**src/iplp_pkg.sv**
```systemverilog
// Shared types, widths, register codes and reset values of the iso packet length planner.
// No dependencies; the CSR bank, controller, datapath and top level take names from here by scope.
package iplp_pkg;

   // Defaults of the top level parameters
   localparam int unsigned MAX_PACKETS_DEF = 64;
   localparam int unsigned FRAC_BITS_DEF   = 16;

   // Field and register widths
   localparam int unsigned CHANNEL_W   = 4;
   localparam int unsigned SAMPLE_W    = 3;
   localparam int unsigned MAX_SPP_W   = 11;
   localparam int unsigned PPT_W       = 7;
   localparam int unsigned DEF_RATE_W  = 27;
   localparam int unsigned CSR_DATA_W  = 27;
   localparam int unsigned CSR_INDEX_W = 3;
   localparam int unsigned RATE_W      = 32;
   localparam int unsigned OFFSET_W    = 22;
   localparam int unsigned LENGTH_W    = 17;
   localparam int unsigned FRAME_W     = 7;
   localparam int unsigned WHOLE_W     = 11;
   localparam int unsigned STEP_W      = 18;

   // Register indexes
   typedef enum logic [CSR_INDEX_W-1:0] {
      CSR_CHANNEL_COUNT  = 3'd0,
      CSR_SAMPLE_BYTES   = 3'd1,
      CSR_MAX_SPP        = 3'd2,
      CSR_PACKETS        = 3'd3,
      CSR_DEFAULT_RATE   = 3'd4
   } csr_index_type;

   // Reset values
   localparam logic [CHANNEL_W-1:0]  CHANNEL_COUNT_RST = 4'd2;
   localparam logic [SAMPLE_W-1:0]   SAMPLE_BYTES_RST  = 3'd2;
   localparam logic [MAX_SPP_W-1:0]  MAX_SPP_RST       = 11'd48;
   localparam logic [PPT_W-1:0]      PACKETS_RST       = 7'd8;
   localparam logic [DEF_RATE_W-1:0] DEFAULT_RATE_RST  = 27'd3145728;

   typedef struct packed {
      logic [CHANNEL_W-1:0]  channel_count;
      logic [SAMPLE_W-1:0]   sample_bytes;
      logic [MAX_SPP_W-1:0]  max_samples_per_packet;
      logic [PPT_W-1:0]      packets_per_transfer;
      logic [DEF_RATE_W-1:0] default_rate;
   } cfg_type;

   typedef struct packed {
      logic signed [RATE_W-1:0] feedback_rate;
   } req_payload_type;

   typedef struct packed {
      logic [OFFSET_W-1:0] packet_offset;
      logic [LENGTH_W-1:0] packet_length;
      logic                zero_fill;
      logic                last_packet;
   } rsp_payload_type;

   // Controller to datapath
   typedef struct packed {
      logic capture;
      logic clamp_en;
      logic setup_en;
      logic plan_en;
      logic acc_clear;
      logic emit_packet;
      logic emit_fill;
   } cmd_type;

   // Datapath to controller
   typedef struct packed {
      logic non_positive;
      logic is_max;
      logic count_zero;
      logic last_packet;
      logic out_free;
   } status_type;

endpackage

```
**src/iplp_ctrl.sv**
```systemverilog
// Sequencing state machine of the iso packet length planner.
// Depends on iplp_pkg for the command and status structs.
module iplp_ctrl (
   input  logic                 clock,
   input  logic                 reset,
   input  logic                 req_valid,
   output logic                 req_ready,
   input  iplp_pkg::status_type status,
   output iplp_pkg::cmd_type    cmd
);

   typedef enum logic [5:0] {
      ST_IDLE  = 6'b000001,
      ST_CLAMP = 6'b000010,
      ST_SETUP = 6'b000100,
      ST_PLAN  = 6'b001000,
      ST_RUN   = 6'b010000,
      ST_FILL  = 6'b100000
   } state_type;

   state_type state_ff;
   state_type state_in;

   always_comb begin
      state_in  = state_ff;
      cmd       = '0;
      req_ready = 1'b0;
      unique case (state_ff)
         ST_IDLE: begin
            req_ready = 1'b1;
            if (req_valid) begin
               cmd.capture = 1'b1;
               state_in    = ST_CLAMP;
            end
         end
         ST_CLAMP: begin
            cmd.clamp_en = 1'b1;
            state_in     = ST_SETUP;
         end
         ST_SETUP: begin
            cmd.setup_en = 1'b1;
            state_in     = status.non_positive ? ST_FILL : ST_PLAN;
         end
         ST_PLAN: begin
            cmd.plan_en   = 1'b1;
            cmd.acc_clear = status.is_max;
            state_in      = status.count_zero ? ST_IDLE : ST_RUN;
         end
         ST_RUN: begin
            if (status.out_free) begin
               cmd.emit_packet = 1'b1;
               if (status.last_packet) begin
                  state_in = ST_IDLE;
               end
            end
         end
         ST_FILL: begin
            if (status.out_free) begin
               cmd.emit_fill = 1'b1;
               state_in      = ST_IDLE;
            end
         end
         default: begin
            state_in = ST_IDLE;
         end
      endcase
   end

   always_ff @(posedge clock) begin
      if (reset) begin
         state_ff <= ST_IDLE;
      end else begin
         state_ff <= state_in;
      end
   end

endmodule

```
**config.mk**
```make
export PLATFORM = sky130hd
export DESIGN_NAME = iplp_ctrl
export DESIGN_NICKNAME = d
export VERILOG_FILES = /design/src/iplp_pkg.sv /design/src/iplp_ctrl.sv
export SDC_FILE = /design/constraint.sdc
export NUM_CORES = 1
export LEC_CHECK = 0
export BUFFER_PORTS_ARGS = -buffer_cell sky130_fd_sc_hd__buf_2
export CORE_AREA = 2 2 39 41
export DETAILED_ROUTE_END_ITERATION = 7
export DIE_AREA = 0 0 41 43
export GPL_TIMING_DRIVEN = 0
export HOLD_SLACK_MARGIN = 0.02
export PLACE_DENSITY = 0.45
export SYNTH_ARGS = -nofsm -noshare
export SYNTH_HDL_FRONTEND = slang
export SYNTH_SLANG_ARGS = --single-unit
```
**constraint.sdc**
```tcl
create_clock -name clock -period 2.35 [get_ports clock]
set_input_delay 0.3525 -clock clock [delete_from_list [all_inputs] [get_ports clock]]
set_output_delay 0.3525 -clock clock [all_outputs]
set_load 0.01 [all_outputs]
```
Word level (Yosys, flattened, before mapping)
Cells that the tools add are included.
W data, S select, Z words.
{ "word_totals": {"register_bits": 6, "output_inout_bits": 8} }
{ "op_classes": {"eq_ne": 10, "reduce_logical": 1, "muxes": 16} }
{ "op_table": {"columns": ["operator", "count"], "rows": [
  ["$pmux W6 S6", 1],
  ["$mux W6", 5],
  ["$mux W1", 8],
  ["$ne A2 B2 Y1 const B", 4],
  ["$eq A6 B1 Y1 const B", 1],
  ["$eq A6 B2 Y1 const B", 1],
  ["$eq A6 B3 Y1 const B", 1],
  ["$eq A6 B4 Y1 const B", 1],
  ["$eq A6 B5 Y1 const B", 1],
  ["$eq A6 B6 Y1 const B", 1],
  ["$mux W5", 1],
  ["$reduce_and A4 Y1", 1],
  ["$mux W2", 1]
]} }

Longest topological paths before layout
{ "depth": {"depth_word": 3, "ltp_mapped": 5} }

Worst setup path after synthesis
No wires, ideal clock.
{ "synth_timing": {"kind": "register -> output", "from": "register state_ff[4]", "to": "output port cmd[2] in the netlist's numbering", "required_time_ps": 1997, "n_path_buf": 0, "setup_slack_ps": 603, "arrival_time_ps": 1394, "path_stages_with_launch": 4, "path_cell_list": "dfxtp_1 > or4_4 > nor3b_2 > and2_1"} }
{ "synth_lines": {"columns": ["element", "line", "text"], "rows": [
  ["start: declaration", "iplp_ctrl.sv:21", "state_type state_ff;"],
  ["start signal: assignment", "iplp_ctrl.sv:73", "state_ff <= state_in;"],
  ["end: declaration", "iplp_ctrl.sv:9", "output iplp_pkg::cmd_type cmd"]
]} }

==> results.toml <==
[power_and_ir_drop]
intPower_uw = 199.6
p_sw_uw = 87.62
p_leak_nw = 0.2178
vdd.ir_drop.worst_v = 0.0002319
power_frac_seq_pct = 42.2
p_clk_share_pct = 33.8
power_frac_comb_pct = 24.0
switching_share_pct = 30.50
p_per_area_nw_per_um2 = 641.3
power.total_uw = 287.3

[grt]
grt_pass1_wl_um = 1345
grt_pass1_vias = 315
gr-usage-all-layers_pct = 11.95
grt_overflow = 0
grt_max_degree = 8
antenna_found_initial = 0

[cts]
cts_resized = 0
clock_sinks = 6
cts_tree = "built"
cts-buffers-inserted = 3
worstSkewPairLatency_ps = 250
ctsHoldBuffers = 0
root_buffer = "clkbuf_4"
post-cts-setup-buffer-count = 0
ctsLongestPathBuffers = 2
htreeDepth = 1
path_clk_slew_ps = 40

[setup_path]
crit_required_ps = 2000
path_max_fanout = 7
arrival_ps = 1760
path_class = "flop to primary output"
cp-end-kind = "primary output"
startpoint_type = "flop"

[routing]
ant_nets = 0
drtIter0Drc = 1
vias = 345
drc = 0
drtPass1Iterations = 4
viasPerCell = 4.662
finalWirelength_um = 778
routedWlPerCell_um = 10.51

[floorplan]
die_area_um2 = 1763
start_util_pct = 23.87
fp.dieH_um = 43
die_x_um = 41
ios = 16
rows = 14
core_um2 = 1384

[placement]
port_buffers = 15
dp_hpwl_um = 595.2
placed_area_um2 = 425.4
globalplace.congestion = 0.7653

[logic_synthesis]
synth_compound_area_share_pct = 14.77
synth-xor-area-share_pct = 0
ys_types = 22
synth_nets = 48
synthMuxAreaShare_pct = 0
ys_seq_elements = 6
synth.top_cell.area_share_pct = 36.36
ys_warn_count = 0
synthFlopType = "dfxtp_1"
netlist_area_um2 = 330.3
syn_area_per_cell_um2 = 8.258
synth-edff-count = 0
yosysTopAreaCell = "dfxtp_1"
syn_inst = 40
synthSimpleGateAreaFrac_pct = 42.05
async_flop_share_pct = 0
synth_adder_area_share_pct = 0
synth_top_family_by_area = "simple AND/OR/NAND/NOR gates"
synth-seq-area-share_pct = 36.36
synthTopCellsByArea = "dfxtp_1 36%, nor3b_1 6.8%, inv_1 5.7%"

[layout]
num-nets-final = 68
reg.largest.list = "state_ff (6)"
syn_to_final_growth_pct = 35.61
regMostFlops = "state_ff"
design_area_um2 = 447.9
antenna_cells = 0
finish.utilization_pct = 32.37
drive_above_1_share_pct = 43.10
largest_reg_flops = 6

[sta]
fmaxAchievable_ghz = 0.4724
drv_slew = 0
finalSetupTns_ps = 0
setup_viol = 0
period_needed_ps = 2117
hold_viol = 0
period_share_pct = 90.08
tightest_slew_ps = 499.0
relSlewSlack_pct = 66.43
rsz0062_at_grt = "false"
whs_ps = 278.9
finalClockSkew_ps = 0.8553

[run]
max-cap-violations = 0

[status]
outcome = "finished, final reports clean"

[hold_path]
hp-class = "primary input to flop"
cell usage after synthesis (2+ instances only):
cell type  count
dfxtp_1        6
inv_1          5
nand2_1        2
o21ai_0        2
and2_1         2
nor3b_1        3
nor4_1         2
nor2_1         3
a21oi_1        2
worst paths after layout:
check                   start          end  slack [ps]  depth (start not counted)
hold reg to reg   state_ff[1]  state_ff[2]         590                          2
hold / removal          reset  state_ff[5]         280                          2
setup / recovery  state_ff[4]       cmd[4]         230                          4
setup reg to reg  state_ff[4]  state_ff[0]         720                          4
final cells by class:
cell class | instances | area, um2
clock buffer | 3 | 22.52
multi-input combinational | 28 | 187.7
fill | 154 | 935.9
inverter | 6 | 22.52
sequential | 6 | 120.1
timing repair buffer | 15 | 75.07
tap | 16 | 20.02
critical path, stage by stage, from the launching register on:
cell     delay, ps
dfxtp_1        360
or4_4          560
or3b_4         410
inv_2           70
buf_2          120
power groups by stage:
| stage | combinational [mW] | sequential [mW] | clock [mW] |
|---|---|---|---|
| after global routing | 0.0789 | 0.123 | 0.110 |
| after floorplan | 0.0463 | 0.119 | 0 |
| after CTS | 0.0697 | 0.121 | 0.100 |
| final | 0.0691 | 0.121 | 0.0971 |
| after global placement | 0.0698 | 0.123 | 0 |
| after detailed placement | 0.0688 | 0.123 | 0 |
cells by family after synthesis:
group / after synthesis
DFF: 6
buffers and inverters: 6
and+or+nand+nor: 21
AOI/OAI and AO/OA: 7
cell usage in the layout, fill, tap and decap left out, drive strengths merged:
| master | instances |
|---|---|
| a21oi | 3 |
| inv | 6 |
| a32o | 1 |
| nor3 | 1 |
| nand3b | 1 |
| nor2 | 3 |
| clkbuf | 3 |
| a41oi | 1 |
| and2 | 2 |
| or4 | 2 |
| nand4 | 1 |
| nor4 | 2 |
| nand3 | 1 |
| dfxtp | 6 |
| or3b | 1 |
| buf | 15 |
| nand2 | 3 |
| o21ai | 2 |
| nor3b | 4 |
routing by layer:
metal,up-vias,global-route usage [%],wire (um)
li1,179,-,-
met1,148,16.40,382
met2,13,12.81,298
met3,5,4.712,57
met4,0,12.00,39
met5,-,0,0
per-stage QoR:
| stage | std cells | setup WS, ps |
|---|---|---|
| 2_1_floorplan | 40 | 603.4 |
| 3_3_place_gp | 71 | 498.1 |
| 3_5_place_dp | 71 | 497.3 |
| 4_1_cts | 74 | 229.8 |
| 5_1_grt | 74 | 172.6 |
| 6_report | 74 | 233.0 |
Power figures use the tool's default switching activity.
