### src/iplp_pkg.sv
// Shared types, widths, register codes and reset values of the iso packet length planner.
// No dependencies; the CSR bank, controller, datapath and top level take names from here by scope.
package iplp_pkg;

   // Defaults of the top level parameters
   localparam int unsigned MAX_PACKETS_DEF = 64;
   localparam int unsigned FRAC_BITS_DEF   = 16;

   // Field and register widths
   localparam int unsigned CHANNEL_W   = 4;
   localparam int unsigned SAMPLE_W    = 3;
   localparam int unsigned MAX_SPP_W   = 11;
   localparam int unsigned PPT_W       = 7;
   localparam int unsigned DEF_RATE_W  = 27;
   localparam int unsigned CSR_DATA_W  = 27;
   localparam int unsigned CSR_INDEX_W = 3;
   localparam int unsigned RATE_W      = 32;
   localparam int unsigned OFFSET_W    = 22;
   localparam int unsigned LENGTH_W    = 17;
   localparam int unsigned FRAME_W     = 7;
   localparam int unsigned WHOLE_W     = 11;
   localparam int unsigned STEP_W      = 18;

   // Register indexes
   typedef enum logic [CSR_INDEX_W-1:0] {
      CSR_CHANNEL_COUNT  = 3'd0,
      CSR_SAMPLE_BYTES   = 3'd1,
      CSR_MAX_SPP        = 3'd2,
      CSR_PACKETS        = 3'd3,
      CSR_DEFAULT_RATE   = 3'd4
   } csr_index_type;

   // Reset values
   localparam logic [CHANNEL_W-1:0]  CHANNEL_COUNT_RST = 4'd2;
   localparam logic [SAMPLE_W-1:0]   SAMPLE_BYTES_RST  = 3'd2;
   localparam logic [MAX_SPP_W-1:0]  MAX_SPP_RST       = 11'd48;
   localparam logic [PPT_W-1:0]      PACKETS_RST       = 7'd8;
   localparam logic [DEF_RATE_W-1:0] DEFAULT_RATE_RST  = 27'd3145728;

   typedef struct packed {
      logic [CHANNEL_W-1:0]  channel_count;
      logic [SAMPLE_W-1:0]   sample_bytes;
      logic [MAX_SPP_W-1:0]  max_samples_per_packet;
      logic [PPT_W-1:0]      packets_per_transfer;
      logic [DEF_RATE_W-1:0] default_rate;
   } cfg_type;

   typedef struct packed {
      logic signed [RATE_W-1:0] feedback_rate;
   } req_payload_type;

   typedef struct packed {
      logic [OFFSET_W-1:0] packet_offset;
      logic [LENGTH_W-1:0] packet_length;
      logic                zero_fill;
      logic                last_packet;
   } rsp_payload_type;

   // Controller to datapath
   typedef struct packed {
      logic capture;
      logic clamp_en;
      logic setup_en;
      logic plan_en;
      logic acc_clear;
      logic emit_packet;
      logic emit_fill;
   } cmd_type;

   // Datapath to controller
   typedef struct packed {
      logic non_positive;
      logic is_max;
      logic count_zero;
      logic last_packet;
      logic out_free;
   } status_type;

endpackage

### src/iplp_csr.sv
// Configuration register bank of the iso packet length planner.
// Depends on iplp_pkg for register codes, widths and reset values.
module iplp_csr (
   input  logic                             clock,
   input  logic                             reset,
   input  logic                             csr_we,
   input  logic [iplp_pkg::CSR_INDEX_W-1:0] csr_index,
   input  logic [iplp_pkg::CSR_DATA_W-1:0]  csr_wdata,
   output iplp_pkg::cfg_type                cfg
);

   iplp_pkg::cfg_type cfg_ff;
   iplp_pkg::cfg_type cfg_in;

   always_comb begin
      cfg_in = cfg_ff;
      if (csr_we) begin
         unique case (iplp_pkg::csr_index_type'(csr_index))
            iplp_pkg::CSR_CHANNEL_COUNT: begin
               cfg_in.channel_count = csr_wdata[iplp_pkg::CHANNEL_W-1:0];
            end
            iplp_pkg::CSR_SAMPLE_BYTES: begin
               cfg_in.sample_bytes = csr_wdata[iplp_pkg::SAMPLE_W-1:0];
            end
            iplp_pkg::CSR_MAX_SPP: begin
               cfg_in.max_samples_per_packet = csr_wdata[iplp_pkg::MAX_SPP_W-1:0];
            end
            iplp_pkg::CSR_PACKETS: begin
               cfg_in.packets_per_transfer = csr_wdata[iplp_pkg::PPT_W-1:0];
            end
            iplp_pkg::CSR_DEFAULT_RATE: begin
               cfg_in.default_rate = csr_wdata[iplp_pkg::DEF_RATE_W-1:0];
            end
            default: begin
               // drop writes to unmapped indexes
            end
         endcase
      end
   end

   always_ff @(posedge clock) begin
      if (reset) begin
         cfg_ff.channel_count          <= iplp_pkg::CHANNEL_COUNT_RST;
         cfg_ff.sample_bytes           <= iplp_pkg::SAMPLE_BYTES_RST;
         cfg_ff.max_samples_per_packet <= iplp_pkg::MAX_SPP_RST;
         cfg_ff.packets_per_transfer   <= iplp_pkg::PACKETS_RST;
         cfg_ff.default_rate           <= iplp_pkg::DEFAULT_RATE_RST;
      end else begin
         cfg_ff <= cfg_in;
      end
   end

   assign cfg = cfg_ff;

endmodule

### config.mk
export PLATFORM = sky130hd
export DESIGN_NAME = iplp_csr
export DESIGN_NICKNAME = d
export VERILOG_FILES = /design/src/iplp_pkg.sv /design/src/iplp_csr.sv
export SDC_FILE = /design/constraint.sdc
export NUM_CORES = 1
export LEC_CHECK = 0
export ABC_AREA = 1
export BUFFER_PORTS_ARGS = -buffer_cell sky130_fd_sc_hd__buf_2
export CAP_MARGIN = 20
export CORE_AREA = 2 2 60 90
export CTS_BUF_LIST = sky130_fd_sc_hd__clkbuf_4
export DETAILED_ROUTE_END_ITERATION = 8
export DIE_AREA = 0 0 62 92
export GPL_TIMING_DRIVEN = 0
export HOLD_SLACK_MARGIN = 0.08
export PLACE_DENSITY = 0.8
export SLEW_MARGIN = 25
export SYNTH_ARGS = -nofsm -noshare
export SYNTH_HDL_FRONTEND = slang
export SYNTH_SLANG_ARGS = --single-unit
### constraint.sdc
create_clock -name clock -period 0.95 [get_ports clock]
set_clock_uncertainty 0.2 [all_clocks]
set_input_delay 0.095 -clock clock [delete_from_list [all_inputs] [get_ports clock]]
set_output_delay 0.095 -clock clock [all_outputs]
set_load 0.02 [all_outputs]
# After elaboration in Yosys (flattened, before gate mapping)
# Index checks and enable logic that the tools add are counted.
# classes
n_reduce_logical	6
n_eq_ne	4
# ops
op	count
2-bit AND reduction	5
3-bit by 2-bit == test with 1-bit output (second input constant)	2
3-bit by 1-bit == test with 1-bit output (second input constant)	1
3-bit == test (second input constant)	1
3-bit zero test	1
# totals
output_inout_bits	52
elab_cells	15
register_bits	52

# Longest topological paths before layout
# Gate-level depths: netlist (run 1).
# logic_depth
ltp_word	2
ltp_mapped	6
mapped_depth_nobuf	5

# Worst setup path before layout (run 1)
# OpenSTA, ideal clock, no wires.
# synth_path
kind	input -> register
startpoint	in csr_index[0] (netlist bit)
endpoint	reg cfg_ff (netlist bit cfg[20])
arrival_ns	0.594
slack_ns	0.026
setup_ns	0.130
required_time_ns	0.620
stages	5
path_cell_list	nor2_1 -> buf_2 -> nand2_1 -> nand2_1 -> nand3_1
# synth_via
elab_chain_cells	2
# synth_lines
item	line_no	rtl
start, declared	iplp_csr.sv:7	input logic [iplp_pkg::CSR_INDEX_W-1:0] csr_index,
3-bit == test	iplp_csr.sv:18	unique case (iplp_pkg::csr_index_type'(csr_index))
2-bit AND reduction (no source line)	--	
end signal, assigned	iplp_csr.sv:49	cfg_ff <= cfg_in;
end, declared	iplp_csr.sv:12	iplp_pkg::cfg_type cfg_ff;
# Every way passes these cells.
# A chain may end at the register's enable or synchronous reset.

# Final worst setup path (run 1)
# layout_path
startpoint	reg cfg_ff (netlist bit cfg[1])
endpoint	out cfg[1] (netlist bit)
# layout_lines
item	line_no	rtl
end, declared	iplp_csr.sv:9	output iplp_pkg::cfg_type cfg
# No word-level cell between the ends.

==> results of run 1 <==
==> layout make-up <==
cell class	instances	area, sq um
buffer	15	93.8
clock buffer	5	37.5
fill	406	1600
inverter	18	67.6
multi-input combinational	220	991
sequential	52	1110
tap	68	85.1
timing repair buffer	110	1030
==> cell usage after synthesis (all sizes together) <==
| cell type | count | area share (%) |
|---|---|---|
| buf | 10 | 3.5 |
| clkbuf | 5 | 0.87 |
| nand3b | 14 | 4.9 |
| clkinv | 1 | 0.17 |
| nand3 | 38 | 8.8 |
| nor2 | 99 | 19 |
| inv | 17 | 2.9 |
| nand2 | 68 | 12 |
| o21ai | 1 | 0.23 |
| dfxtp | 52 | 48 |
==> worst max-delay path by stage <==
stage                         start              endpoint  slack, ns  depth (start not counted)
2_1_floorplan          csr_index[0]  cfg[20]$_SDFFE_PP1P_       0.03                          5
3_3_place_gp                  reset  cfg[39]$_SDFFE_PP1P_      -0.29                          4
3_5_place_dp           csr_index[1]  cfg[38]$_SDFFE_PP1P_      -0.32                          6
4_1_cts         cfg[1]$_SDFFE_PP0P_                cfg[1]      -0.22                          1
5_1_grt        cfg[47]$_SDFFE_PP0P_               cfg[47]      -0.24                          1
6_report        cfg[1]$_SDFFE_PP0P_                cfg[1]      -0.22                          1
==> logic make-up (layout without fill, tap and decap cells) <==
group | after synthesis | count (layout) | share of synthesized area (%)
simple gates | 219 | 219 | 44.3
flops | 52 | 52 | 48.1
buf+inv | 33 | 148 | 7.45
compound gates | 1 | 1 | 0.231
==> power groups by stage <==
stage	clock network (mW)	registers (mW)	logic, mW
6_report	0.891	2.33	0.830
5_1_grt	0.990	2.34	0.904
4_1_cts	0.911	2.33	0.795
3_5_place_dp	0	2.34	0.626
3_3_place_gp	0	2.34	0.619
2_1_floorplan	0	2.44	0.304
==> per-layer routing <==
metal	routed length, um	part of all wire, %	up-vias
li1	-	-	1172
met1	2420	37	1044
met2	3730	56	82
met3	294	4.4	15
met4	188	2.8	0
met5	0	0	-
==> timing repair <==
item	in CTS	in global routing
hold endpoints to repair	52	34
pin swaps	0	2
resized for setup	156	21
hold buffers	24	4
buffers inserted	2	4
setup endpoints to repair	52	77
==> stage by stage <==
stage	power [mW]	cells	setup WS [ns]	utilization (%)	instance area [sq um]
5_1_grt	4.23	488	-0.239	68.1	3410
3_3_place_gp	2.96	457	-0.286	53.4	2670
3_5_place_dp	2.97	457	-0.320	53.4	2670
2_1_floorplan	2.74	305	0.0258	-	2170
6_report	4.05	488	-0.221	68.1	3410
4_1_cts	4.03	488	-0.218	67.0	3350
==> results.toml, run 1 <==
[yosys]
syn-num-nets = 338
yosysWarningCount = 0
netlist_area_sq_um = 2170
synth_cells = 305
synth_area_per_cell_sq_um = 7.10
post_synth_num_cell_types = 17
ys_seq_elements = 52
ys_seq_area_share_pct = 48.1

[global_route]
grt_max_degree = 14
grt.busiest_layer = "met2"
grt_overflow = 0
antenna_found_initial = 0
first_global_vias = 2369
grt_use_total_pct = 24.2
grt_pass1_wl_mm = 10.4
use_met3_pct = 4.09
grtUsageMet2_pct = 44.0
met1_usage_pct = 25.1

[routing]
first_pass_iters = 7
vias = 2313
drc = 0
wirelength_mm = 6.63
via_per_inst = 4.74
first_iter_violations = 79
antenna_left = 0
avgRoutedWirePerCell_um = 13.6

[final_layout]
antenna_cells = 0
nets = 455
mostFrequentLayoutCells = "nor2_1 (93), nand2_1 (66), buf_6 (54)"
layout_commonest_cell = "nor2_1"
drive_gt1_share_pct = 41.7
area_growth_pct = 57.4
largest_register_ffs = 52

[placement]
dp_hpwl_mm = 4.25
numPortBuffers = 84
routabilityCongestion = 0.926

[worst_hold_path]
hold_class = "input port to flop"
hold-path-endpoint = "cfg[33]$_SDFFE_PP0P_"
hp-start = "csr_wdata[6]"
hold_depth = 5

[critical_path]
crit_path_cell_trace = "buf_6"
cp_num_buf_inv = 1
cp_slowest_cell = "dfxtp_2"
end_kind = "output port"
cp.arrival_ns = 0.88
r2r_end = "cfg[25]$_SDFFE_PP0P_"
r2r_start = "cfg[25]$_SDFFE_PP0P_"
worstPathMaxFanout = 2
reg2reg_depth = 3
critPathRequiredTime_ns = 0.65
r2r_setup_slack_ns = 0.02
cp-start-kind = "flop"
critical_path.max_stage_delay_ns = 0.39
path_class = "flop to output port"
crit_family = "flip-flops"

[timing]
timing.final.ws_setup_ns = -0.221
finalSetupViolCount = 62
finalSetupTns_ns = -10.11
hold_viol = 21
finalCritPeriodShare_pct = 123
slew_viol_final = 0
slew_headroom_pct = 65.5
fmaxAchievable_mhz = 854
period_needed_ns = 1.17
tightestPinTransition_ns = 0.518
whs_ns = -0.0838
rsz0062_at_grt = "yes"

[pwr]
intPower_mw = 2.91
clock_power_share_pct = 22.0
sw_frac_of_total_pct = 28.1
power.density_nw_per_um2 = 1190
seqPwrFrac_pct = 57.5
irDropWorstVdd_uv = 732
p_switching_mw = 1.14
p_comb_share_pct = 20.5
p_leak_nw = 1.65

[clock_network]
cts.reportedPaths.clkPinSlew_ns = 0.13
cts-htree-levels = 2
numCtsBuffers = 5
clock_sinks = 52
cts_root_buf = "clkbuf_4"
insertion_delay_ns = 0.36
clockBufferDepth = 2
tritoncts = "built"

[floorplanning]
coreArea_sq_um = 5000
pin_count = 85
die_w_um = 62
start_util_pct = 43.3
rows = 32
die_y_um = 92
design.die.area_sq_um = 5700

[run]
drv_cap = 0

[status]
status = "finished with violations"
violations = "negative hold slack, negative setup slack"
(Power assumes the default switching activity.)
==> inputs of run 2 (changes only) <==
- PLACE_DENSITY: 0.8 -> 0.87
- RECOVER_POWER: unset -> 50
==> results.toml, run 2 (synthesis gave the netlist of run 1 again) <==
[final_layout]
drive_gt1_share_pct = 41.8
area_growth_pct = 56.9
layout_commonest_cell = "nor2_1"
mostFrequentLayoutCells = "nor2_1 (93), nand2_1 (65), buf_6 (55)"
nets = 455
antenna_cells = 0
largest_register_ffs = 52
finalNonFillerCells = 491

[placement]
numPortBuffers = 84
dp.cells = 457
routabilityCongestion = 0.900
dp_hpwl_mm = 4.35
post-place-ws_ns = -0.314

[floorplanning]
rows = 32
pin_count = 85
die_w_um = 62
design.die.area_sq_um = 5700
die_y_um = 92
start_util_pct = 43.3
coreArea_sq_um = 5000

[status]
status = "finished with violations"
violations = "negative hold slack, negative setup slack"

[timing]
finalCritPeriodShare_pct = 122
fmaxAchievable_mhz = 861
slew_headroom_pct = 68.3
timing.final.ws_setup_ns = -0.211
hold_viol = 20
period_needed_ns = 1.16
rsz0062_at_grt = "yes"
finalSetupViolCount = 62
tightestPinTransition_ns = 0.476
whs_ns = -0.0988
slew_viol_final = 0

[critical_path]
worstPathMaxFanout = 2
cp-start-kind = "flop"
cp_slowest_cell = "dfxtp_2"
cp_num_buf_inv = 1
critical_path.max_stage_delay_ns = 0.37
cp.arrival_ns = 0.87
end_kind = "output port"
crit_path_cell_trace = "buf_6"
critPathRequiredTime_ns = 0.65
crit_family = "flip-flops"
path_class = "flop to output port"

[clock_network]
cts-htree-levels = 2
insertion_delay_ns = 0.36
tritoncts = "built"
numCtsBuffers = 5
clockBufferDepth = 2
cts.reportedPaths.clkPinSlew_ns = 0.15
clock_sinks = 52
cts_root_buf = "clkbuf_4"

[global_route]
grt_use_total_pct = 24.5
antenna_found_initial = 0
grt_overflow = 0
grt_pass1_wl_mm = 10.6
first_global_vias = 2372
grt_max_degree = 16

[routing]
first_iter_violations = 102
antenna_left = 0
first_pass_iters = 4
avgRoutedWirePerCell_um = 13.4
vias = 2346
drc = 0
wirelength_mm = 6.60
via_per_inst = 4.78

[pwr]
power.density_nw_per_um2 = 1210
p_leak_nw = 1.62
p_total_mw = 4.10
irDropWorstVdd_uv = 939

[run]
drv_cap = 0

[worst_hold_path]
hold_class = "input port to flop"
[run 2: cell count changes in the layout (fill, tap and decap cells not counted), moves of 2 or more]
| cell | previous run | this run |
|---|---|---|
| clkbuf_2 | 0 | 5 |
| buf_4 | 11 | 7 |
| dlymetal6s4s_1 | 7 | 3 |
| dlygate4sd3_1 | 17 | 20 |
| clkinv_2 | 0 | 2 |
| inv_1 | 6 | 8 |
| inv_2 | 11 | 9 |
[run 2: final timing paths]
path,from,end,slack [ns],cells past startpoint
setup / recovery,cfg[17]$_SDFFE_PP0P_,cfg[17],-0.21,1
hold / removal,csr_wdata[7],cfg[7]$_SDFFE_PP0P_,-0.1,5
setup reg to reg,cfg[45]$_SDFFE_PP0P_,cfg[45]$_SDFFE_PP0P_,0.03,3
hold reg to reg,cfg[30]$_SDFFE_PP1P_,cfg[30]$_SDFFE_PP1P_,0.29,2
[run 2: repair_timing]
action,4_1_cts,5_1_grt
endpoints found under the hold margin,52,34
resized for setup,156,17
pin swaps,0,1
setup buffers,3,2
hold buffers,24,4
endpoints found under the setup margin,52,76
[run 2: area by class of cell]
| class | count | area, sq um |
|---|---|---|
| Timing Repair Buffer | 110 | 1010 |
| Multi-Input combinational cell | 220 | 983 |
| Inverter | 18 | 67.6 |
| Fill cell | 407 | 1610 |
| Clock inverter | 3 | 13.8 |
| Tap cell | 68 | 85.1 |
| Buffer | 15 | 92.6 |
| Sequential cell | 52 | 1110 |
| Clock buffer | 5 | 37.5 |
[run 2: report_power, final]
| group | total (mW) | internal, mW | switching (mW) | leakage (nW) |
|---|---|---|---|---|
| clock network | 0.945 | 0.273 | 0.672 | 0.0324 |
| registers | 2.33 | 2.27 | 0.0537 | 0.441 |
| logic | 0.827 | 0.385 | 0.442 | 1.15 |
| total | 4.10 | 2.93 | 1.17 | 1.62 |
[run 2: metal layers]
layer | global-route usage, % | vias to the layer above | share of wire (%)
li1 | - | 1178 | -
met1 | 26.5 | 1060 | 38
met2 | 42.5 | 84 | 53
met3 | 4.37 | 24 | 4.7
met4 | 13.1 | 0 | 4.3
met5 | 0 | - | 0
[run 2: stage by stage]
stage | cell area [sq um] | utilization [%] | setup TNS (ns)
5_1_grt | 3400 | 67.9 | -12.62
3_3_place_gp | 2670 | 53.4 | -12.43
6_report | 3400 | 67.9 | -10.19
3_5_place_dp | 2670 | 53.4 | -12.93
4_1_cts | 3380 | 67.5 | -10.77
2_1_floorplan | 2170 | - | 0
