`config.mk`:
```
export PLATFORM = sky130hd
export DESIGN_NAME = iplp_datapath
export DESIGN_NICKNAME = d
export VERILOG_FILES = /design/src/iplp_pkg.sv /design/src/iplp_datapath.sv
export SDC_FILE = /design/constraint.sdc
export NUM_CORES = 1
export LEC_CHECK = 0
export ABC_AREA = 1
export BUFFER_PORTS_ARGS = -buffer_cell sky130_fd_sc_hd__clkbuf_2
export CORE_UTILIZATION = 60
export DETAILED_ROUTE_END_ITERATION = 10
export GPL_TIMING_DRIVEN = 0
export PLACE_DENSITY = 0.8
export SYNTH_ARGS = -nofsm -noshare
export SYNTH_HDL_FRONTEND = slang
export SYNTH_SLANG_ARGS = --single-unit
```
`constraint.sdc`:
```
create_clock -name clock -period 14.2 [get_ports clock]
set_input_delay 0.71 -clock clock [delete_from_list [all_inputs] [get_ports clock]]
set_output_delay 0.71 -clock clock [all_outputs]
set_load 0.01 [all_outputs]
```
`src/iplp_pkg.sv`:
```
// Shared types, widths, register codes and reset values of the iso packet length planner.
// No dependencies; the CSR bank, controller, datapath and top level take names from here by scope.
package iplp_pkg;

   // Defaults of the top level parameters
   localparam int unsigned MAX_PACKETS_DEF = 64;
   localparam int unsigned FRAC_BITS_DEF   = 16;

   // Field and register widths
   localparam int unsigned CHANNEL_W   = 4;
   localparam int unsigned SAMPLE_W    = 3;
   localparam int unsigned MAX_SPP_W   = 11;
   localparam int unsigned PPT_W       = 7;
   localparam int unsigned DEF_RATE_W  = 27;
   localparam int unsigned CSR_DATA_W  = 27;
   localparam int unsigned CSR_INDEX_W = 3;
   localparam int unsigned RATE_W      = 32;
   localparam int unsigned OFFSET_W    = 22;
   localparam int unsigned LENGTH_W    = 17;
   localparam int unsigned FRAME_W     = 7;
   localparam int unsigned WHOLE_W     = 11;
   localparam int unsigned STEP_W      = 18;

   // Register indexes
   typedef enum logic [CSR_INDEX_W-1:0] {
      CSR_CHANNEL_COUNT  = 3'd0,
      CSR_SAMPLE_BYTES   = 3'd1,
      CSR_MAX_SPP        = 3'd2,
      CSR_PACKETS        = 3'd3,
      CSR_DEFAULT_RATE   = 3'd4
   } csr_index_type;

   // Reset values
   localparam logic [CHANNEL_W-1:0]  CHANNEL_COUNT_RST = 4'd2;
   localparam logic [SAMPLE_W-1:0]   SAMPLE_BYTES_RST  = 3'd2;
   localparam logic [MAX_SPP_W-1:0]  MAX_SPP_RST       = 11'd48;
   localparam logic [PPT_W-1:0]      PACKETS_RST       = 7'd8;
   localparam logic [DEF_RATE_W-1:0] DEFAULT_RATE_RST  = 27'd3145728;

   typedef struct packed {
      logic [CHANNEL_W-1:0]  channel_count;
      logic [SAMPLE_W-1:0]   sample_bytes;
      logic [MAX_SPP_W-1:0]  max_samples_per_packet;
      logic [PPT_W-1:0]      packets_per_transfer;
      logic [DEF_RATE_W-1:0] default_rate;
   } cfg_type;

   typedef struct packed {
      logic signed [RATE_W-1:0] feedback_rate;
   } req_payload_type;

   typedef struct packed {
      logic [OFFSET_W-1:0] packet_offset;
      logic [LENGTH_W-1:0] packet_length;
      logic                zero_fill;
      logic                last_packet;
   } rsp_payload_type;

   // Controller to datapath
   typedef struct packed {
      logic capture;
      logic clamp_en;
      logic setup_en;
      logic plan_en;
      logic acc_clear;
      logic emit_packet;
      logic emit_fill;
   } cmd_type;

   // Datapath to controller
   typedef struct packed {
      logic non_positive;
      logic is_max;
      logic count_zero;
      logic last_packet;
      logic out_free;
   } status_type;

endpackage

```
`src/iplp_datapath.sv`:
```
// Rate clamp, rounding, fraction accumulator and packet offset datapath.
// Depends on iplp_pkg; driven by iplp_ctrl through cmd_type, reports status_type.
module iplp_datapath #(
   parameter int unsigned MAX_PACKETS = iplp_pkg::MAX_PACKETS_DEF,
   parameter int unsigned FRAC_BITS   = iplp_pkg::FRAC_BITS_DEF
) (
   input  logic                                 clock,
   input  logic                                 reset,
   input  iplp_pkg::cfg_type                    cfg,
   input  iplp_pkg::cmd_type                    cmd,
   output iplp_pkg::status_type                 status,
   input  logic signed [iplp_pkg::RATE_W-1:0]   req_feedback_rate,
   output iplp_pkg::rsp_payload_type            rsp_payload,
   output logic                                 rsp_valid,
   input  logic                                 rsp_ready
);

   localparam int unsigned RW   = (FRAC_BITS + 12 > 33) ? FRAC_BITS + 12 : 33;
   localparam int unsigned PW   = (FRAC_BITS + iplp_pkg::LENGTH_W > 34) ?
                                  FRAC_BITS + iplp_pkg::LENGTH_W : 34;
   localparam int unsigned AW   = FRAC_BITS + 2;
   localparam int unsigned LW   = iplp_pkg::STEP_W + 1;
   localparam int unsigned CNTW = $clog2(MAX_PACKETS + 1);
   localparam int unsigned OW   = iplp_pkg::OFFSET_W;

   localparam logic signed [AW-1:0] HALF     = AW'(1) << (FRAC_BITS - 1);
   localparam logic signed [AW-1:0] NEG_HALF = -HALF;
   localparam logic signed [AW-1:0] ONE      = AW'(1) << FRAC_BITS;
   localparam logic [RW-1:0]        RND_HALF = RW'(1) << (FRAC_BITS - 1);

   // Request and per-transfer plan
   logic signed [iplp_pkg::RATE_W-1:0] rate_ff, rate_in;
   logic signed [RW-1:0]               clamp_ff, clamp_in;
   logic [PW-1:0]                      total_ff, total_in;
   logic [iplp_pkg::FRAME_W-1:0]       frame_ff, frame_in;
   logic [iplp_pkg::STEP_W-1:0]        step_ff, step_in;
   logic signed [FRAC_BITS-1:0]        frac_ff, frac_in;
   logic                               is_max_ff, is_max_in;
   logic [CNTW-1:0]                    count_ff, count_in;
   logic signed [LW-1:0]               len_up_ff, len_up_in;
   logic signed [LW-1:0]               len_eq_ff, len_eq_in;
   logic signed [LW-1:0]               len_dn_ff, len_dn_in;

   // Running state
   logic [CNTW-1:0]        pkt_ff, pkt_in;
   logic signed [AW-1:0]   acc_ff, acc_in;
   logic [OW-1:0]          offset_ff, offset_in;

   // Output register
   iplp_pkg::rsp_payload_type out_ff, out_in;
   logic                      out_valid_ff, out_valid_in;

   // Combinational helpers
   logic signed [RW-1:0]            rate_ext;
   logic signed [RW-1:0]            def_ext;
   logic signed [RW-1:0]            max_fx;
   logic signed [RW-1:0]            rate_sel;
   logic [RW-1:0]                   round_sum;
   logic [iplp_pkg::WHOLE_W-1:0]    whole;
   logic signed [AW-1:0]            acc_sum;
   logic signed [AW-1:0]            acc_next;
   logic signed [LW-1:0]            len_sel;
   logic                            last_w;
   logic                            out_free;

   assign out_free = !out_valid_ff || rsp_ready;
   assign last_w   = ((pkt_ff + CNTW'(1)) == count_ff);

   always_comb begin
      rate_ext = {{(RW - iplp_pkg::RATE_W){rate_ff[iplp_pkg::RATE_W-1]}}, rate_ff};
      def_ext  = {{(RW - iplp_pkg::DEF_RATE_W){1'b0}}, cfg.default_rate};
      max_fx   = (RW'(cfg.max_samples_per_packet)) << FRAC_BITS;
      rate_sel = (rate_ff == '0) ? def_ext : rate_ext;

      round_sum = clamp_ff + RND_HALF;
      whole     = round_sum[FRAC_BITS +: iplp_pkg::WHOLE_W];

      acc_sum = acc_ff + {{2{frac_ff[FRAC_BITS-1]}}, frac_ff};
      if (acc_sum > HALF) begin
         acc_next = acc_sum - ONE;
         len_sel  = len_up_ff;
      end else if (acc_sum < NEG_HALF) begin
         acc_next = acc_sum + ONE;
         len_sel  = len_dn_ff;
      end else begin
         acc_next = acc_sum;
         len_sel  = len_eq_ff;
      end
   end

   always_comb begin
      rate_in      = rate_ff;
      clamp_in     = clamp_ff;
      total_in     = total_ff;
      frame_in     = frame_ff;
      step_in      = step_ff;
      frac_in      = frac_ff;
      is_max_in    = is_max_ff;
      count_in     = count_ff;
      len_up_in    = len_up_ff;
      len_eq_in    = len_eq_ff;
      len_dn_in    = len_dn_ff;
      pkt_in       = pkt_ff;
      acc_in       = acc_ff;
      offset_in    = offset_ff;
      out_in       = out_ff;
      out_valid_in = out_valid_ff && !rsp_ready;

      if (cmd.capture) begin
         rate_in = req_feedback_rate;
      end

      // Select default, clamp to maximum; zero-fill total and frame size alongside
      if (cmd.clamp_en) begin
         clamp_in = (rate_sel > max_fx) ? max_fx : rate_sel;
         total_in = PW'(cfg.default_rate) * PW'(cfg.packets_per_transfer);
         frame_in = iplp_pkg::FRAME_W'(cfg.channel_count) *
                    iplp_pkg::FRAME_W'(cfg.sample_bytes);
      end

      // Round to whole samples, keep signed remainder, saturate packet count
      if (cmd.setup_en) begin
         step_in   = iplp_pkg::STEP_W'(whole) * iplp_pkg::STEP_W'(frame_ff);
         is_max_in = (clamp_ff == max_fx);
         frac_in   = is_max_in ? '0 : clamp_ff[FRAC_BITS-1:0];
         if (32'(cfg.packets_per_transfer) > MAX_PACKETS) begin
            count_in = CNTW'(MAX_PACKETS);
         end else begin
            count_in = CNTW'(cfg.packets_per_transfer);
         end
      end

      // Precompute the three possible packet lengths
      if (cmd.plan_en) begin
         len_eq_in = $signed({1'b0, step_ff});
         len_up_in = $signed({1'b0, step_ff}) +
                     $signed({{(LW - iplp_pkg::FRAME_W){1'b0}}, frame_ff});
         len_dn_in = $signed({1'b0, step_ff}) -
                     $signed({{(LW - iplp_pkg::FRAME_W){1'b0}}, frame_ff});
         pkt_in    = '0;
         offset_in = '0;
      end
      if (cmd.acc_clear) begin
         acc_in = '0;
      end

      if (cmd.emit_packet) begin
         acc_in               = acc_next;
         offset_in            = offset_ff + {{(OW - LW){len_sel[LW-1]}}, len_sel};
         pkt_in               = pkt_ff + CNTW'(1);
         out_in.packet_offset = offset_ff;
         out_in.packet_length = len_sel[iplp_pkg::LENGTH_W-1:0];
         out_in.zero_fill     = 1'b0;
         out_in.last_packet   = last_w;
         out_valid_in         = 1'b1;
      end

      if (cmd.emit_fill) begin
         out_in.packet_offset = '0;
         out_in.packet_length = total_ff[FRAC_BITS +: iplp_pkg::LENGTH_W];
         out_in.zero_fill     = 1'b1;
         out_in.last_packet   = 1'b1;
         out_valid_in         = 1'b1;
      end
   end

   always_ff @(posedge clock) begin
      if (reset) begin
         acc_ff       <= '0;
         pkt_ff       <= '0;
         offset_ff    <= '0;
         out_valid_ff <= 1'b0;
      end else begin
         acc_ff       <= acc_in;
         pkt_ff       <= pkt_in;
         offset_ff    <= offset_in;
         out_valid_ff <= out_valid_in;
      end
   end

   always_ff @(posedge clock) begin
      rate_ff   <= rate_in;
      clamp_ff  <= clamp_in;
      total_ff  <= total_in;
      frame_ff  <= frame_in;
      step_ff   <= step_in;
      frac_ff   <= frac_in;
      is_max_ff <= is_max_in;
      count_ff  <= count_in;
      len_up_ff <= len_up_in;
      len_eq_ff <= len_eq_in;
      len_dn_ff <= len_dn_in;
      out_ff    <= out_in;
   end

   always_comb begin
      status.non_positive = clamp_ff[RW-1] || (clamp_ff == '0);
      status.is_max       = is_max_ff;
      status.count_zero   = (count_ff == '0);
      status.last_packet  = last_w;
      status.out_free     = out_free;
   end

   assign rsp_payload = out_ff;
   assign rsp_valid   = out_valid_ff;

endmodule

```
======== Word-level counts from Yosys, hierarchy flattened ========
Cells that the tools add are included.
storage, ports and cells
  flip-flop bits (word level) ............. 292
  bits in latches ......................... 0
  bits in writable memories ............... 0
  ROM bits ................................ 0
  bits of input ports ..................... 94
  output and inout bits ................... 47
  logic and storage cells ................. 64
  memories ................................ 0
operators by class
  add/subtract/negate cells ............... 8
  multiply operators ...................... 3
  divide/modulo/power cells ............... 0
  order comparisons ....................... 4
  eq/ne operators ......................... 2
  shift-type cells ........................ 0
  mux-type cells .......................... 16
  bitwise logic cells ..................... 0
  reductions and logical operators ........ 11
operators by type and width
  cell                    count
  $mux 19                 4
  $mux 18                 4
  $mux 22                 2
  $eq 33x28->1            1
  $gt 33x28->1            1
  $logic_not 33->1        1
  $mul 27x7->33           1
  $mux 33                 1
  $logic_not 32->1        1
  $add 27x16->27 const B  1
  $mux 27                 1
  $add 22x22->22          1
  $add 18x7->19           1
  $sub 18x7->19           1
  $add 18x18->18          1
  $add 18x18->18 const B  1
  $gt 18x17->1 const B    1
  $lt 18x16->1 const B    1
  $mul 11x7->18           1
  $sub 18x18->18 const B  1
  $mux 7                  2
  $add 7x1->7 const B     1
  $eq 7x7->1              1
  $gt 7x7->1 const B      1
  7 further kinds         12

======== Longest topological paths before layout ========
  depth in word-level cells ............... 6
  mapped depth ............................ 33
  depth with buffers taken out ............ 32

======== Worst setup path after synthesis ========
No wires, ideal clock.
  kind .................................... input -> register
  from .................................... in cfg[33] (netlist name)
  to ...................................... reg total_ff[31] (data pin)
  library setup time ...................... 0.265 ns
  data arrival time ....................... 4.984 ns
  required time ........................... 13.935 ns
  slack ................................... 8.951 ns
  stages on the path ...................... 19
  buffers on the path ..................... 2
  cells stage by stage .................... clkbuf_1 buf_1 nand2_1 fa_1 fa_1 fa_1 inv_1 fa_1 ha_1 nand2_1 inv_1 a21oi_1 o221ai_1 nand2_1 nand3_1 a21o_1 a21boi_0 o21ai_0 xor2_1
between the ends
  longest elaborated chain between the ends .. 1
RTL lines
  item                    RTL line              source
  start: declaration      iplp_datapath.sv:9    input iplp_pkg::cfg_type cfg,
  $mul 27x7->33           iplp_datapath.sv:116  total_in = PW'(cfg.default_rate) * PW'(cfg.packets_per_transfer);
  end signal: assignment  iplp_datapath.sv:184  total_ff <= total_in;
  end: declaration        iplp_datapath.sv:34   logic [PW-1:0] total_ff, total_in;
Every way passes these cells.
A chain may end at the register's enable or synchronous reset.

======== Worst setup path after layout ========
  from .................................... reg clamp_ff[15]
  to ...................................... reg step_ff[17] (netlist name) (data pin)
between the ends
  longest elaborated chain between the ends .. 2
RTL lines
  item                      RTL line              source
  start: declaration        iplp_datapath.sv:33   logic signed [RW-1:0] clamp_ff, clamp_in;
  start signal: assignment  iplp_datapath.sv:183  clamp_ff <= clamp_in;
  $add 27x16->27            iplp_datapath.sv:75   round_sum = clamp_ff + RND_HALF;
  $mul 11x7->18             iplp_datapath.sv:123  step_in = iplp_pkg::STEP_W'(whole) * iplp_pkg::STEP_W'(frame_ff);
  end signal: assignment    iplp_datapath.sv:186  step_ff <= step_in;
  end: declaration          iplp_datapath.sv:36   logic [iplp_pkg::STEP_W-1:0] step_ff, step_in;
Every way passes these cells.

==> impl_results.md <==
- Status: finished with violations
- Failing checks: DRC
- Yosys warning count: 0
- EDFF count, synth: 202
- Global placement routability congestion: 0.960
- First DRT Iteration DRCs: 1633
- Core Rows: 69
- RSZ-0062 raised after global routing: false
- Crit path time final: 6.25 ns
- Clock Sinks: 274
- CP max FO: 5
- WS Path Type: reg -> reg
- CP endpoint kind: register
- Slew headroom: 24.2%
- Cell area power density: 176 nW/um2
- Root Driver: clkbuf_16
- # DRC: 12
- Synth top area cells: edfxtp_1 (28%), fa_1 (16%), nand2_1 (11%)
- Register area share after synthesis: 34.1%
- Wl on met1: 23200 um
- Post-synth top flop: edfxtp_1
- Total global routing overflow: 0
- Peak supply drop: 110 uV
- Yosys top cell by area: edfxtp_1
- Max cap viols: 0
- Fraction of layout cells with a size suffix above 1: 10.0%
- Antenna Nets Post-Route: 0
- Clock skew: 0.0233 ns
- Critical path startpoint category: register
- Pin count of the biggest net entering global routing: 57
- Synthesized instance count: 2556
- Dpl ws: 7.81 ns
- Vert. Die Dim: 193 um
- DRT Pass-1 Iters: 9
- Worst hold margin: 0.286 ns
- Setup-failing EPs final: 0
- Worst EP arrival: 6.59 ns
- Fin crit share: 44.0%
- Die area: 37400 um2
- Routed wl met2: 24900 um
- Wirelength, routed: 54100 um
- Most frequent cells in the layout: nand2_1 (630), inv_1 (399), edfxtp_1 (202), a21oi_1 (186), fa_1 (173)
- WL/cell: 17.0 um
- Post-CTS Setup Repair Bufs: 0
- CTS H-tree depth: 1
- Post-Syn Nets: 2980
- Fraction of registers with async set/reset: 0%
- Clock latency on the worst-skew pair: 0.59 ns
- N_diodes: 0
- Vias in the first global route: 17700
- Cts bufs inserted: 30
- Post-synthesis area per instance: 8.60 um2
- Max-slew violations: 0
- Fin Setup TNS: 0 ns
- Worst slew pin tran: 1.14 ns
- Area Growth Syn to Fin: 9.69%
- CTS tree: built
- Initial core utilization: 61.4%
- Antenna violations before repair: 3
- Clk buf depth: 3
- Netlist cell types: 61
- I/O Buffers: 107
- Hold_buf cts: 0
- Synth Cell Area: 22000 um2
- I/O pins: 141
- Filler instances: 2906
- Seq cells post-synth: 274
- Highest metal used: met5
- Worst Path Required: 14.54 ns
- Via count: 17600
- Clock Pin Slew Worst Setup and Hold Paths: 0.08 ns
- HP Class: in -> reg
- Gates resized, CTS repair: 0
- NumNets Final: 3121
- Die W: 193 um
- Total GRT Usage: 29.4%
- Lkg Pwr: 11.8 nW
- CORE AREA: 35800 um2
- First-pass GRT wire length: 87800 um
- Final worst slack: 7.95 ns
- Met3 Wirelength: 4550 um
- Leading cell type in the layout, fill and taps excluded: nand2_1
- Final Hold Viols: 0
- Synth top area share: 27.6%
- Fmax: 0.160 GHz
- Post-DP HPWL: 43300 um
- Vias per inst: 5.54
## worst max-delay path, cell delays in order (launching register included)
cell	delay [ns]
edfxtp_1	0.62
ha_1	0.27
inv_1	0.07
nor2_1	0.15
nand2_1	0.10
nor3_1	0.22
nand2_1	0.11
nor3_1	0.21
xor2_1	0.39
inv_1	0.17
nand2_1	0.10
fa_1	0.43
inv_1	0.08
fa_1	0.43
fa_1	0.56
fa_1	0.50
ha_1	0.38
a21oi_1	0.17
a21boi_1	0.27
o21ai_0	0.18
a21boi_1	0.25
o21bai_1	0.09
a21oi_1	0.15
xor2_1	0.09
## metrics by stage
stage	util (%)	cell area (um2)	instances	total power, mW
2_1_floorplan	-	22000	2556	2.90
3_3_place_gp	64.5	23100	3124	3.36
3_5_place_dp	64.5	23100	3124	3.45
4_1_cts	67.2	24100	3180	4.23
5_1_grt	67.3	24100	3182	4.59
6_report	67.3	24100	3182	4.25
## synthesized netlist by cell type (8+ instances only)
cell	count
nand2_1	630
inv_1	399
edfxtp_1	202
a21oi_1	186
fa_1	173
ha_1	157
nor2_1	145
nand3_1	87
o21ai_0	73
dfxtp_1	72
clkbuf_1	67
xor2_1	63
o21ai_2	32
o21ai_1	26
xnor2_1	24
nor4_1	23
nand4_1	22
nor3_1	21
buf_1	17
nand2_2	13
a21o_1	11
clkbuf_2	11
buf_2	8
nand3_2	8
## report_power, final
group          switching (mW)  internal (mW)  total [mW]
Clock                   0.336          0.433       0.768
Combinational            1.37          0.845        2.22
Sequential              0.114           1.15        1.26
Total                    1.82           2.43        4.25
## cells by family (layout without fill, tap and decap cells)
family / count (synthesis) / count (layout) / share of synthesized area, %
and+or+nand+nor: 979 / 979 / 18.8
buffers and inverters: 517 / 682 / 9.20
AOI/OAI and AO/OA: 367 / 367 / 9.61
adders and majority gates: 330 / 330 / 24.7
DFF: 274 / 274 / 34.1
xor gates and xnor gates: 87 / 87 / 3.46
muxes: 2 / 2 / 0.0910
## sequential cells by signal, indices dropped and copies added, names as in the netlist, 7 cells and up
| signal | count |
|---|---|
| rsp_payload | 41 |
| clamp_ff | 32 |
| frame_ff | 7 |
| count_ff | 7 |
| total_ff | 17 |
| frac_ff | 16 |
| rate_ff | 32 |
| len_eq_ff | 18 |
| len_up_ff | 19 |
| step_ff | 18 |
| offset_ff | 22 |
| len_dn_ff | 18 |
| acc_ff | 18 |
| pkt_ff | 7 |
## routing by layer
metal	up-vias	global-route usage, %
li1	8508	-
met1	8296	39.5
met2	709	48.6
met3	115	5.58
met4	4	8.47
met5	-	0
## final cells by class
type / count / area [um2] / area share [%]
Multi-Input combinational cell: 1765 / 12500 / 51.7
Sequential cell: 274 / 7510 / 31.1
Inverter: 404 / 1520 / 6.30
Clock buffer: 41 / 832 / 3.45
Tap cell: 461 / 577 / 2.39
Timing Repair Buffer: 109 / 576 / 2.39
Buffer: 113 / 504 / 2.09
Clock inverter: 15 / 148 / 0.612
## worst paths after layout
check | from | to | slack, ns | cells past startpoint
max | clamp_ff[15]$_SDFFCE_PP0P_ | step_ff[17]$_DFFE_PP_ | 7.95 | 23
max reg2reg | clamp_ff[15]$_SDFFCE_PP0P_ | step_ff[17]$_DFFE_PP_ | 7.95 | 23
min reg2reg | step_ff[12]$_DFFE_PP_ | len_eq_ff[12]$_DFFE_PP_ | 0.45 | 0
min | req_feedback_rate[7] | rate_ff[7]$_DFFE_PP_ | 0.29 | 1
(Power assumes the default switching activity.)
